===== config.mk =====
export PLATFORM = sky130hd
export DESIGN_NAME = sorted_keyed_table_with_cursor
export DESIGN_NICKNAME = d
export VERILOG_FILES = /design/src/hdl/skt_pkg.sv /design/src/hdl/skt_datapath.sv /design/src/hdl/skt_ctrl.sv /design/src/hdl/sorted_keyed_table_with_cursor.sv
export SDC_FILE = /design/constraint.sdc
export NUM_CORES = 2
export LEC_CHECK = 0
export ABC_AREA = 1
export BUFFER_PORTS_ARGS = -buffer_cell sky130_fd_sc_hd__buf_2
export CORE_AREA = 5 5 482 246
export CTS_BUF_LIST = sky130_fd_sc_hd__clkbuf_16
export CTS_CLUSTER_SIZE = 16
export DETAILED_ROUTE_END_ITERATION = 10
export DIE_AREA = 0 0 487 251
export PLACE_DENSITY = 0.66
export SETUP_SLACK_MARGIN = 0.2
export SLEW_MARGIN = 20
export SYNTH_ARGS = -nofsm -noshare
export SYNTH_HDL_FRONTEND = slang
export SYNTH_SLANG_ARGS = --single-unit

===== constraint.sdc =====
create_clock -name clk -period 9.05 [get_ports clk]
set_input_delay 2.2625 -clock clk [delete_from_list [all_inputs] [get_ports clk]]
set_output_delay 2.2625 -clock clk [all_outputs]
set_load 0.03 [all_outputs]

===== src/hdl/skt_pkg.sv =====
// Shared types, codes and defaults for the sorted keyed table.
package skt_pkg;

	localparam int CAPACITY_DEF   = 16;
	localparam int KEY_BITS_DEF   = 32;
	localparam int VALUE_BITS_DEF = 32;
	localparam int COUNT_PORT_W   = 11;

	localparam logic [3:0] OP_INSERT = 4'd0;
	localparam logic [3:0] OP_GET    = 4'd1;
	localparam logic [3:0] OP_FIRST  = 4'd2;
	localparam logic [3:0] OP_LAST   = 4'd3;
	localparam logic [3:0] OP_NEXT   = 4'd4;
	localparam logic [3:0] OP_PREV   = 4'd5;
	localparam logic [3:0] OP_UPDATE = 4'd6;
	localparam logic [3:0] OP_DELETE = 4'd7;
	localparam logic [3:0] OP_RESET  = 4'd8;
	localparam logic [3:0] OP_COUNT  = 4'd9;

	localparam logic [3:0] ST_NONE     = 4'd0;
	localparam logic [3:0] ST_DUP      = 4'd1;
	localparam logic [3:0] ST_NOTFOUND = 4'd2;
	localparam logic [3:0] ST_EMPTY    = 4'd3;
	localparam logic [3:0] ST_TAIL     = 4'd4;
	localparam logic [3:0] ST_HEAD     = 4'd5;
	localparam logic [3:0] ST_BADUPD   = 4'd6;
	localparam logic [3:0] ST_BADDEL   = 4'd7;
	localparam logic [3:0] ST_FULL     = 4'd8;

	typedef enum logic [2:0] {
		RA_ZERO, RA_INC, RA_DEC, RA_LAST, RA_CUR, RA_CUR_INC, RA_CUR_DEC
	} rd_addr_t;

	typedef enum logic [2:0] {
		WR_NONE, WR_SHIFT_UP, WR_SHIFT_DN, WR_NEW, WR_VALUE
	} wr_sel_t;

	typedef enum logic [1:0] {POS_KEEP, POS_IDX, POS_COUNT} pos_sel_t;

	typedef enum logic [1:0] {CNT_KEEP, CNT_INC, CNT_DEC, CNT_CLR} cnt_op_t;

	typedef enum logic [1:0] {CUR_KEEP, CUR_CLR, CUR_SET} cur_op_t;

	typedef struct packed {
		logic       load;
		logic       rd_en;
		rd_addr_t   ra_sel;
		wr_sel_t    wr_sel;
		pos_sel_t   pos_sel;
		cnt_op_t    cnt_op;
		cur_op_t    cur_op;
		logic       res_set;
		logic       res_ok;
		logic [3:0] res_status;
		logic       res_data;
		logic       res_cnt_start;
		logic       out_load;
	} cmd_t;

	typedef struct packed {
		logic [3:0] op;
		logic       cnt_zero;
		logic       cnt_full;
		logic       cur_valid;
		logic       cur_first;
		logic       cur_last;
		logic       cmp_eq;
		logic       cmp_lt;
		logic       idx_last;
		logic       idx_at_pos;
		logic       pos_at_end;
	} sts_t;

endpackage


===== src/hdl/skt_datapath.sv =====
// Datapath of the sorted keyed table: entry memories, cursor, counters and result registers.
module skt_datapath #(
	parameter int CAPACITY   = skt_pkg::CAPACITY_DEF,
	parameter int KEY_BITS   = skt_pkg::KEY_BITS_DEF,
	parameter int VALUE_BITS = skt_pkg::VALUE_BITS_DEF
) (
	input  logic                             clk,
	input  logic                             arst_n,
	input  skt_pkg::cmd_t                    cmd,
	output skt_pkg::sts_t                    sts,
	input  logic                             cfg_valid,
	input  logic                             cfg_data,
	input  logic [3:0]                       op,
	input  logic [KEY_BITS-1:0]              key,
	input  logic [VALUE_BITS-1:0]            value,
	output logic                             ok,
	output logic [3:0]                       status,
	output logic [KEY_BITS-1:0]              found_key,
	output logic [VALUE_BITS-1:0]            found_value,
	output logic [skt_pkg::COUNT_PORT_W-1:0] entry_count
);
	localparam int AW = $clog2(CAPACITY);
	localparam int CW = $clog2(CAPACITY + 1);

	logic [KEY_BITS-1:0]   key_mem [CAPACITY];
	logic [VALUE_BITS-1:0] val_mem [CAPACITY];

	logic [3:0]            op_q;
	logic [KEY_BITS-1:0]   key_q;
	logic [VALUE_BITS-1:0] value_q;
	logic [KEY_BITS-1:0]   rd_key_q;
	logic [VALUE_BITS-1:0] rd_val_q;
	logic [AW-1:0]         idx_q;
	logic [CW-1:0]         pos_q;
	logic [CW-1:0]         count_q;
	logic [AW-1:0]         cur_q;
	logic                  cur_valid_q;
	logic                  signed_q;

	logic                  res_ok_q;
	logic [3:0]            res_status_q;
	logic                  res_data_q;
	logic                  res_keep_q;
	logic [CW-1:0]         res_cnt_q;

	logic [AW-1:0]         ra;
	logic [AW-1:0]         wa;
	logic                  key_we;
	logic                  val_we;
	logic [KEY_BITS-1:0]   wk;
	logic [VALUE_BITS-1:0] wv;
	logic [KEY_BITS-1:0]   flip;

	always_comb begin
		case (cmd.ra_sel)
			skt_pkg::RA_ZERO:    ra = '0;
			skt_pkg::RA_INC:     ra = idx_q + AW'(1);
			skt_pkg::RA_DEC:     ra = idx_q - AW'(1);
			skt_pkg::RA_LAST:    ra = AW'(count_q - CW'(1));
			skt_pkg::RA_CUR:     ra = cur_q;
			skt_pkg::RA_CUR_INC: ra = cur_q + AW'(1);
			skt_pkg::RA_CUR_DEC: ra = cur_q - AW'(1);
			default:             ra = '0;
		endcase
	end

	always_comb begin
		wa     = idx_q;
		wk     = rd_key_q;
		wv     = rd_val_q;
		key_we = 1'b0;
		val_we = 1'b0;
		case (cmd.wr_sel)
			skt_pkg::WR_SHIFT_UP: begin
				wa     = idx_q + AW'(1);
				key_we = 1'b1;
				val_we = 1'b1;
			end
			skt_pkg::WR_SHIFT_DN: begin
				wa     = idx_q - AW'(1);
				key_we = 1'b1;
				val_we = 1'b1;
			end
			skt_pkg::WR_NEW: begin
				wa     = AW'(pos_q);
				wk     = key_q;
				wv     = value_q;
				key_we = 1'b1;
				val_we = 1'b1;
			end
			skt_pkg::WR_VALUE: begin
				wa     = cur_q;
				wv     = value_q;
				val_we = 1'b1;
			end
			default: begin
			end
		endcase
	end

	always_ff @(posedge clk) begin
		if (key_we) begin
			key_mem[wa] <= wk;
		end
		if (val_we) begin
			val_mem[wa] <= wv;
		end
		if (cmd.rd_en) begin
			rd_key_q <= key_mem[ra];
			rd_val_q <= val_mem[ra];
		end
	end

	always_ff @(posedge clk) begin
		if (cmd.load) begin
			op_q    <= op;
			key_q   <= key;
			value_q <= value;
		end
		if (cmd.rd_en) begin
			idx_q <= ra;
		end
		case (cmd.pos_sel)
			skt_pkg::POS_IDX:   pos_q <= CW'(idx_q);
			skt_pkg::POS_COUNT: pos_q <= count_q;
			default:            pos_q <= pos_q;
		endcase
		if (cmd.res_set) begin
			res_ok_q     <= cmd.res_ok;
			res_status_q <= cmd.res_status;
			res_data_q   <= cmd.res_data;
			res_keep_q   <= cmd.res_cnt_start;
			res_cnt_q    <= count_q;
		end
		if (cmd.out_load) begin
			ok          <= res_ok_q;
			status      <= res_status_q;
			found_key   <= res_data_q ? rd_key_q : '0;
			found_value <= res_data_q ? rd_val_q : '0;
			entry_count <= skt_pkg::COUNT_PORT_W'(res_keep_q ? res_cnt_q : count_q);
		end
	end

	always_ff @(posedge clk or negedge arst_n) begin
		if (!arst_n) begin
			count_q     <= '0;
			cur_q       <= '0;
			cur_valid_q <= 1'b0;
			signed_q    <= 1'b0;
		end else begin
			if (cfg_valid) begin
				signed_q <= cfg_data;
			end
			case (cmd.cnt_op)
				skt_pkg::CNT_INC: count_q <= count_q + CW'(1);
				skt_pkg::CNT_DEC: count_q <= count_q - CW'(1);
				skt_pkg::CNT_CLR: count_q <= '0;
				default:          count_q <= count_q;
			endcase
			case (cmd.cur_op)
				skt_pkg::CUR_CLR: cur_valid_q <= 1'b0;
				skt_pkg::CUR_SET: begin
					cur_q       <= idx_q;
					cur_valid_q <= 1'b1;
				end
				default: cur_valid_q <= cur_valid_q;
			endcase
		end
	end

	assign flip = {signed_q, {(KEY_BITS - 1){1'b0}}};

	always_comb begin
		sts.op         = op_q;
		sts.cnt_zero   = (count_q == '0);
		sts.cnt_full   = (count_q == CW'(CAPACITY));
		sts.cur_valid  = cur_valid_q;
		sts.cur_first  = (cur_q == '0);
		sts.cur_last   = ((CW'(cur_q) + CW'(1)) >= count_q);
		sts.cmp_eq     = (key_q == rd_key_q);
		sts.cmp_lt     = ((key_q ^ flip) < (rd_key_q ^ flip));
		sts.idx_last   = ((CW'(idx_q) + CW'(1)) == count_q);
		sts.idx_at_pos = (CW'(idx_q) == pos_q);
		sts.pos_at_end = (pos_q == count_q);
	end

`ifndef SYNTHESIS
	a_count_bound: assert property (@(posedge clk) disable iff (!arst_n)
		count_q <= CW'(CAPACITY))
		else $error("entry count exceeds capacity");
	a_cursor_in_range: assert property (@(posedge clk) disable iff (!arst_n)
		cur_valid_q |-> (CW'(cur_q) < count_q))
		else $error("cursor marks an entry beyond the count");
	a_place_counts: assert property (@(posedge clk) disable iff (!arst_n)
		(cmd.wr_sel == skt_pkg::WR_NEW) |=> (count_q == $past(count_q) + CW'(1)))
		else $error("new entry written without count increment");
`endif

endmodule


===== src/hdl/skt_ctrl.sv =====
// Controller state machine of the sorted keyed table.
module skt_ctrl (
	input  logic          clk,
	input  logic          arst_n,
	input  logic          in_valid,
	output logic          in_ready,
	output logic          out_valid,
	input  logic          out_ready,
	input  skt_pkg::sts_t sts,
	output skt_pkg::cmd_t cmd
);
	typedef enum logic [3:0] {
		S_IDLE, S_DISPATCH, S_SCAN_INS, S_INS_CHK, S_SHIFT_UP, S_PLACE,
		S_SCAN_GET, S_READ_SET, S_CHECK, S_SHIFT_DN, S_DONE
	} state_t;

	state_t state_q;
	state_t state_d;

	assign in_ready = (state_q == S_IDLE);

	always_comb begin
		cmd     = '0;
		state_d = state_q;
		case (state_q)
			S_IDLE: begin
				if (in_valid) begin
					cmd.load = 1'b1;
					state_d  = S_DISPATCH;
				end
			end
			S_DISPATCH: begin
				state_d = S_DONE;
				cmd.res_set = 1'b1;
				case (sts.op)
					skt_pkg::OP_INSERT: begin
						cmd.cur_op  = skt_pkg::CUR_CLR;
						cmd.res_set = 1'b0;
						if (sts.cnt_zero) begin
							cmd.pos_sel = skt_pkg::POS_COUNT;
							state_d     = S_PLACE;
						end else begin
							cmd.rd_en  = 1'b1;
							cmd.ra_sel = skt_pkg::RA_ZERO;
							state_d    = S_SCAN_INS;
						end
					end
					skt_pkg::OP_GET: begin
						cmd.cur_op = skt_pkg::CUR_CLR;
						if (sts.cnt_zero) begin
							cmd.res_status = skt_pkg::ST_NOTFOUND;
						end else begin
							cmd.res_set = 1'b0;
							cmd.rd_en   = 1'b1;
							cmd.ra_sel  = skt_pkg::RA_ZERO;
							state_d     = S_SCAN_GET;
						end
					end
					skt_pkg::OP_FIRST, skt_pkg::OP_LAST: begin
						cmd.cur_op = skt_pkg::CUR_CLR;
						if (sts.cnt_zero) begin
							cmd.res_status = skt_pkg::ST_EMPTY;
						end else begin
							cmd.res_set = 1'b0;
							cmd.rd_en   = 1'b1;
							cmd.ra_sel  = (sts.op == skt_pkg::OP_FIRST) ?
								skt_pkg::RA_ZERO : skt_pkg::RA_LAST;
							state_d     = S_READ_SET;
						end
					end
					skt_pkg::OP_NEXT: begin
						if (!sts.cur_valid) begin
							cmd.res_status = skt_pkg::ST_NOTFOUND;
						end else if (sts.cur_last) begin
							cmd.cur_op     = skt_pkg::CUR_CLR;
							cmd.res_status = skt_pkg::ST_TAIL;
						end else begin
							cmd.res_set = 1'b0;
							cmd.rd_en   = 1'b1;
							cmd.ra_sel  = skt_pkg::RA_CUR_INC;
							state_d     = S_READ_SET;
						end
					end
					skt_pkg::OP_PREV: begin
						if (!sts.cur_valid) begin
							cmd.res_status = skt_pkg::ST_NOTFOUND;
						end else if (sts.cur_first) begin
							cmd.cur_op     = skt_pkg::CUR_CLR;
							cmd.res_status = skt_pkg::ST_HEAD;
						end else begin
							cmd.res_set = 1'b0;
							cmd.rd_en   = 1'b1;
							cmd.ra_sel  = skt_pkg::RA_CUR_DEC;
							state_d     = S_READ_SET;
						end
					end
					skt_pkg::OP_UPDATE, skt_pkg::OP_DELETE: begin
						if (!sts.cur_valid) begin
							cmd.cur_op     = skt_pkg::CUR_CLR;
							cmd.res_status = (sts.op == skt_pkg::OP_UPDATE) ?
								skt_pkg::ST_BADUPD : skt_pkg::ST_BADDEL;
						end else begin
							cmd.res_set = 1'b0;
							cmd.rd_en   = 1'b1;
							cmd.ra_sel  = skt_pkg::RA_CUR;
							state_d     = S_CHECK;
						end
					end
					skt_pkg::OP_RESET: begin
						cmd.cnt_op        = skt_pkg::CNT_CLR;
						cmd.cur_op        = skt_pkg::CUR_CLR;
						cmd.res_ok        = 1'b1;
						cmd.res_cnt_start = 1'b1;
					end
					skt_pkg::OP_COUNT: begin
						cmd.res_ok = 1'b1;
					end
					default: begin
						cmd.res_status = skt_pkg::ST_NONE;
					end
				endcase
			end
			S_SCAN_INS: begin
				if (sts.cmp_eq) begin
					cmd.res_set    = 1'b1;
					cmd.res_status = skt_pkg::ST_DUP;
					state_d        = S_DONE;
				end else if (sts.cmp_lt) begin
					cmd.pos_sel = skt_pkg::POS_IDX;
					state_d     = S_INS_CHK;
				end else if (sts.idx_last) begin
					cmd.pos_sel = skt_pkg::POS_COUNT;
					state_d     = S_INS_CHK;
				end else begin
					cmd.rd_en  = 1'b1;
					cmd.ra_sel = skt_pkg::RA_INC;
				end
			end
			S_INS_CHK: begin
				if (sts.cnt_full) begin
					cmd.res_set    = 1'b1;
					cmd.res_status = skt_pkg::ST_FULL;
					state_d        = S_DONE;
				end else if (sts.pos_at_end) begin
					state_d = S_PLACE;
				end else begin
					cmd.rd_en  = 1'b1;
					cmd.ra_sel = skt_pkg::RA_LAST;
					state_d    = S_SHIFT_UP;
				end
			end
			S_SHIFT_UP: begin
				cmd.wr_sel = skt_pkg::WR_SHIFT_UP;
				if (sts.idx_at_pos) begin
					state_d = S_PLACE;
				end else begin
					cmd.rd_en  = 1'b1;
					cmd.ra_sel = skt_pkg::RA_DEC;
				end
			end
			S_PLACE: begin
				cmd.wr_sel  = skt_pkg::WR_NEW;
				cmd.cnt_op  = skt_pkg::CNT_INC;
				cmd.res_set = 1'b1;
				cmd.res_ok  = 1'b1;
				state_d     = S_DONE;
			end
			S_SCAN_GET: begin
				if (sts.cmp_eq) begin
					cmd.cur_op   = skt_pkg::CUR_SET;
					cmd.res_set  = 1'b1;
					cmd.res_ok   = 1'b1;
					cmd.res_data = 1'b1;
					state_d      = S_DONE;
				end else if (sts.cmp_lt || sts.idx_last) begin
					cmd.res_set    = 1'b1;
					cmd.res_status = skt_pkg::ST_NOTFOUND;
					state_d        = S_DONE;
				end else begin
					cmd.rd_en  = 1'b1;
					cmd.ra_sel = skt_pkg::RA_INC;
				end
			end
			S_READ_SET: begin
				cmd.cur_op   = skt_pkg::CUR_SET;
				cmd.res_set  = 1'b1;
				cmd.res_ok   = 1'b1;
				cmd.res_data = 1'b1;
				state_d      = S_DONE;
			end
			S_CHECK: begin
				cmd.res_set = 1'b1;
				state_d     = S_DONE;
				if (!sts.cmp_eq) begin
					cmd.cur_op     = skt_pkg::CUR_CLR;
					cmd.res_status = (sts.op == skt_pkg::OP_UPDATE) ?
						skt_pkg::ST_BADUPD : skt_pkg::ST_BADDEL;
				end else if (sts.op == skt_pkg::OP_UPDATE) begin
					cmd.wr_sel = skt_pkg::WR_VALUE;
					cmd.res_ok = 1'b1;
				end else begin
					cmd.cur_op = skt_pkg::CUR_CLR;
					if (sts.cur_last) begin
						cmd.cnt_op = skt_pkg::CNT_DEC;
						cmd.res_ok = 1'b1;
					end else begin
						cmd.res_set = 1'b0;
						cmd.rd_en   = 1'b1;
						cmd.ra_sel  = skt_pkg::RA_CUR_INC;
						state_d     = S_SHIFT_DN;
					end
				end
			end
			S_SHIFT_DN: begin
				cmd.wr_sel = skt_pkg::WR_SHIFT_DN;
				if (sts.idx_last) begin
					cmd.cnt_op  = skt_pkg::CNT_DEC;
					cmd.res_set = 1'b1;
					cmd.res_ok  = 1'b1;
					state_d     = S_DONE;
				end else begin
					cmd.rd_en  = 1'b1;
					cmd.ra_sel = skt_pkg::RA_INC;
				end
			end
			S_DONE: begin
				if (!out_valid || out_ready) begin
					cmd.out_load = 1'b1;
					state_d      = S_IDLE;
				end
			end
			default: begin
				state_d = S_IDLE;
			end
		endcase
	end

	always_ff @(posedge clk or negedge arst_n) begin
		if (!arst_n) begin
			state_q   <= S_IDLE;
			out_valid <= 1'b0;
		end else begin
			state_q <= state_d;
			if (cmd.out_load) begin
				out_valid <= 1'b1;
			end else if (out_ready) begin
				out_valid <= 1'b0;
			end
		end
	end

endmodule


===== src/hdl/sorted_keyed_table_with_cursor.sv =====
// Top level of the sorted keyed table with cursor.
// An ordered map of up to CAPACITY unique keys held in ascending order in a simple dual-port
// memory, with one cursor. One operation is worked at a time; a finished transaction waits in
// the output register while the next one is taken. Insert scans the held entries, reading one
// entry per cycle up to the insert point, then moves each later entry up by one per cycle;
// get scans entries from the first until a match or a larger key, and delete moves each entry
// after the cursor down by one. The memory takes one read and one write per cycle.
// The key order register is written through the configuration port; the user must write it
// only while the block is idle, which the block itself does not enforce.
module sorted_keyed_table_with_cursor #(
	parameter int CAPACITY   = skt_pkg::CAPACITY_DEF,
	parameter int KEY_BITS   = skt_pkg::KEY_BITS_DEF,
	parameter int VALUE_BITS = skt_pkg::VALUE_BITS_DEF
) (
	input  logic                             clk,
	input  logic                             arst_n,
	input  logic                             cfg_valid,
	output logic                             cfg_ready,
	input  logic                             cfg_data,
	input  logic                             in_valid,
	output logic                             in_ready,
	input  logic [3:0]                       op,
	input  logic [KEY_BITS-1:0]              key,
	input  logic [VALUE_BITS-1:0]            value,
	output logic                             out_valid,
	input  logic                             out_ready,
	output logic                             ok,
	output logic [3:0]                       status,
	output logic [KEY_BITS-1:0]              found_key,
	output logic [VALUE_BITS-1:0]            found_value,
	output logic [skt_pkg::COUNT_PORT_W-1:0] entry_count
);
	skt_pkg::cmd_t cmd;
	skt_pkg::sts_t sts;

	assign cfg_ready = 1'b1;

	skt_ctrl u_ctrl (
		.clk       (clk),
		.arst_n    (arst_n),
		.in_valid  (in_valid),
		.in_ready  (in_ready),
		.out_valid (out_valid),
		.out_ready (out_ready),
		.sts       (sts),
		.cmd       (cmd)
	);

	skt_datapath #(
		.CAPACITY   (CAPACITY),
		.KEY_BITS   (KEY_BITS),
		.VALUE_BITS (VALUE_BITS)
	) u_datapath (
		.clk         (clk),
		.arst_n      (arst_n),
		.cmd         (cmd),
		.sts         (sts),
		.cfg_valid   (cfg_valid),
		.cfg_data    (cfg_data),
		.op          (op),
		.key         (key),
		.value       (value),
		.ok          (ok),
		.status      (status),
		.found_key   (found_key),
		.found_value (found_value),
		.entry_count (entry_count)
	);

endmodule


==> flow_metrics.py <==
metrics = {
    "outcome": {
        "status": "completed",
    },
    "logic_synthesis": {
        "ys_seq_area_share_pct": 67.17,
        "ys_async_sr_fraction_pct": 1.263,
        "ys_types": 50,
        "synth_area_leader_cell": "edfxtp_1",
        "syn_inst": 5230,
        "syn_area_sq_um": 56530,
        "ys.flop_type": "edfxtp_1",
        "syn_area_per_cell_sq_um": 10.81,
        "yosys.area.top_type_share_pct": 66.46,
        "yosysWarnings": 0,
        "synth_enable_flop_cells": 1251,
        "synth_seq_cells": 1267,
        "synthTopCellsByArea": "edfxtp_1, nand3_1, nand2_1, inv_1, nand3b_1",
    },
    "clock_tree": {
        "insertion_delay_ns": 0.73,
        "post_cts_resized": 0,
        "clock_sinks": 1267,
        "cts_root_buf": "clkbuf_16",
        "htreeDepth": 3,
        "cts_tree": "built",
        "numCtsBuffers": 109,
        "post-cts-setup-buffers": 0,
        "cts_hold_buf": 0,
        "clk_pin_slew_ns": 0.06,
        "clockBufferDepth": 3,
    },
    "pwr": {
        "p_seq_share_pct": 34.8,
        "vdd_drop_max_mv": 0.6219,
        "p_per_area_nw_per_um2": 398.9,
        "p_switching_mw": 10.91,
        "switching_share_pct": 43.91,
        "p_comb_share_pct": 46.2,
        "clockPowerShare_pct": 19.0,
        "p_int_mw": 13.93,
        "p_leak_nw": 25.58,
    },
    "setup_path": {
        "slowest_delay_ns": 0.92,
        "cp_common_cell": "nand2_1",
        "reg2reg_slack_ns": 2.67,
        "cp_cell_sequence": "inv_1 -> ha_1 -> nand2_1 -> nor2_1 -> nand2_1 -> nor2_1 -> nand3_4 -> nand2_1 -> inv_2 -> nand3_2 -> nand2_1 -> nor2_4 -> nand3b_1 -> inv_1 -> fa_1 -> nand2_1 -> nand3_4 -> inv_8 -> buf_4 -> nand3_1 -> nand3_1 -> nand3_1 -> nand2_1",
        "cp_slowest_cell": "inv_8",
        "critPathLaunchType": "flip-flop",
        "path_max_fanout": 103,
        "crit_required_ns": 9.59,
        "end_kind": "flip-flop",
        "arrival_ns": 6.93,
        "worstSetupPathType": "flip-flop to flip-flop",
    },
    "route": {
        "vias_per_cell": 5.466,
        "ant_nets": 0,
        "drc": 0,
        "drt_iter0_markers": 4948,
        "dr.pass1.iters": 6,
        "wl_mm": 150.0,
        "vias": 37757,
        "post_drt_wl_per_cell_um": 21.71,
    },
    "sta": {
        "timing.final.crit_share_pct": 70.54,
        "fin_crit_ns": 6.384,
        "hold_viol_final": 0,
        "final_max_slew_viol_count": 0,
        "rsz0062_at_grt": "no",
        "setup_viol": 0,
        "finalClockSkew_ns": 0.03046,
        "tns_ns": 0,
        "worst_pin_slew_ns": 1.181,
        "fmax_ghz": 0.1566,
        "max_slew_margin_pct": 21.27,
    },
    "die": {
        "die_y_um": 251,
        "core_area_sq_um": 114100,
        "rows": 88,
        "die_w_um": 487,
        "io_pins": 157,
        "initial_core_util_pct": 49.55,
        "die_area_sq_um": 122200,
    },
    "grt": {
        "grt_use_total_pct": 24.00,
        "grt_remaining_overflow": 0,
        "grt_antenna_before_repair": 7,
        "grt_start_max_net_pins": 210,
        "grt_pass1_wl_mm": 223.2,
        "grt_pass1_vias": 34296,
    },
    "run": {
        "maxCapViolCount": 0,
    },
    "placement": {
        "dpl_cell_area_sq_um": 58700,
        "dp.cells": 6703,
        "gp_congestion": 0.9661,
        "dpl.hpwl_mm": 79.11,
        "io_buffers": 149,
    },
    "layout": {
        "fin_nets": 5405,
        "mostFrequentLayoutCells": "edfxtp_1, nand3_1, nand2_1, inv_1, nand3b_1",
        "final_area_sq_um": 62260,
        "area_growth_pct": 10.14,
        "n_fill_cell": 9613,
        "drive_above_1_share_pct": 8.856,
        "post_layout_nonfiller_instances": 6907,
        "final_common_cell": "edfxtp_1",
    },
    "hold_path": {
        "min_path_type": "flip-flop to flip-flop",
    },
}
## cells in the mapped netlist, types with 6 or more instances
| cell type | count |
|---|---|
| a21oi_1 | 31 |
| buf_1 | 6 |
| buf_2 | 219 |
| buf_4 | 24 |
| buf_6 | 23 |
| clkbuf_1 | 32 |
| dfrtp_1 | 16 |
| edfxtp_1 | 1251 |
| ha_1 | 46 |
| inv_1 | 877 |
| inv_2 | 15 |
| nand2_1 | 1040 |
| nand3_1 | 1190 |
| nand3_2 | 6 |
| nand3b_1 | 194 |
| nand4_1 | 11 |
| nor2_1 | 98 |
| nor3_1 | 6 |
| o21ai_0 | 64 |
| xor2_1 | 14 |
## area by class of cell
type                    count  area (sq um)  area share, %
flip-flops and latches   1267         37970          60.98
inverters                 895          3373          5.418
diodes                      2         5.005       0.008038
clock buffers             113          2828          4.542
multi-input cells        2769         13880          22.30
well taps                1530          1914          3.075
clock inverters            89         721.9          1.160
repair buffers            242          1569          2.520
## power groups by stage
stage                     logic, mW  registers, mW  clock network (mW)
after floorplan                7.93           8.74                   0
after global placement         11.2           8.75                   0
after detailed placement       11.3           8.76                   0
after CTS                      11.4           8.63                4.78
after global routing           12.6           8.69                5.04
final                          11.5           8.64                4.71
## critical path: cells and delay by family (launching register included)
family / cells / cell delay (ns)
buffers and inverters: 5 / 1.74
adders and majority gates: 2 / 0.74
DFF: 1 / 0.34
and+or+nand+nor: 16 / 3.29
## logic make-up (layout without fill, tap and decap cells)
family	count (synthesis)	after routing	share of synthesized area (%)
AO/OA/AOI/OAI	132	132	1.335
adder cells (fa/ha/maj)	47	47	1.054
AND/OR/NAND/NOR	2564	2564	21.22
flip-flops	1267	1267	67.17
XOR/XNOR	19	19	0.2944
buffers and inverters	1199	1339	8.914
other	2	9	0.01329
## sequential cells by signal, summed over array words and instances, names as in the netlist, 4 cells and up
signal	cells
u_ctrl.state_q	4
u_datapath.count_q	5
u_datapath.cur_q	4
u_datapath.entry_count	5
u_datapath.found_key	32
u_datapath.found_value	32
u_datapath.idx_q	4
u_datapath.key_mem	512
u_datapath.key_q	32
u_datapath.op_q	4
u_datapath.pos_q	5
u_datapath.rd_key_q	32
u_datapath.rd_val_q	32
u_datapath.res_cnt_q	5
u_datapath.res_status_q	4
u_datapath.status	4
u_datapath.val_mem	512
u_datapath.value_q	32
## routing by layer
layer | global-route usage (%) | share of wire, % | vias up | wire length, um
met3 | 5.624 | 11 | 218 | 16970
met1 | 37.87 | 45 | 18014 | 67200
li1 | - | - | 17674 | -
met2 | 33.87 | 42 | 1851 | 62940
met4 | 4.933 | 1.9 | 0 | 2874
met5 | 0 | 0 | - | 0
## worst paths after layout
| path | cells after the start | from | endpoint |
|---|---|---|---|
| setup reg to reg | 23 | u_datapath.rd_key_q[13] | u_datapath.rd_key_q[12] |
| hold / removal | 0 | u_datapath.res_status_q[2] | u_datapath.status[2] |
| setup / recovery | 23 | u_datapath.rd_key_q[13] | u_datapath.rd_key_q[12] |
| min in group asynchronous | 1 | arst_n | u_datapath.signed_q |
| max in group asynchronous | 1 | arst_n | u_datapath.cur_q[0] |
| hold reg to reg | 0 | u_datapath.res_status_q[2] | u_datapath.status[2] |
## per-stage QoR
stage / total power, mW / util, % / setup slack, ns / hold slack (ns)
after floorplan: 16.67 / - / 3.153 / 0.4003
after global placement: 19.94 / 51.44 / 2.828 / 0.4054
after detailed placement: 20.06 / 51.46 / 2.850 / 0.4132
after CTS: 24.77 / 54.57 / 2.778 / 0.4282
after global routing: 26.33 / 54.58 / 2.210 / 0.4356
final: 24.84 / 54.58 / 2.666 / 0.4242
Note: power is estimated with default switching activity, not from simulation.
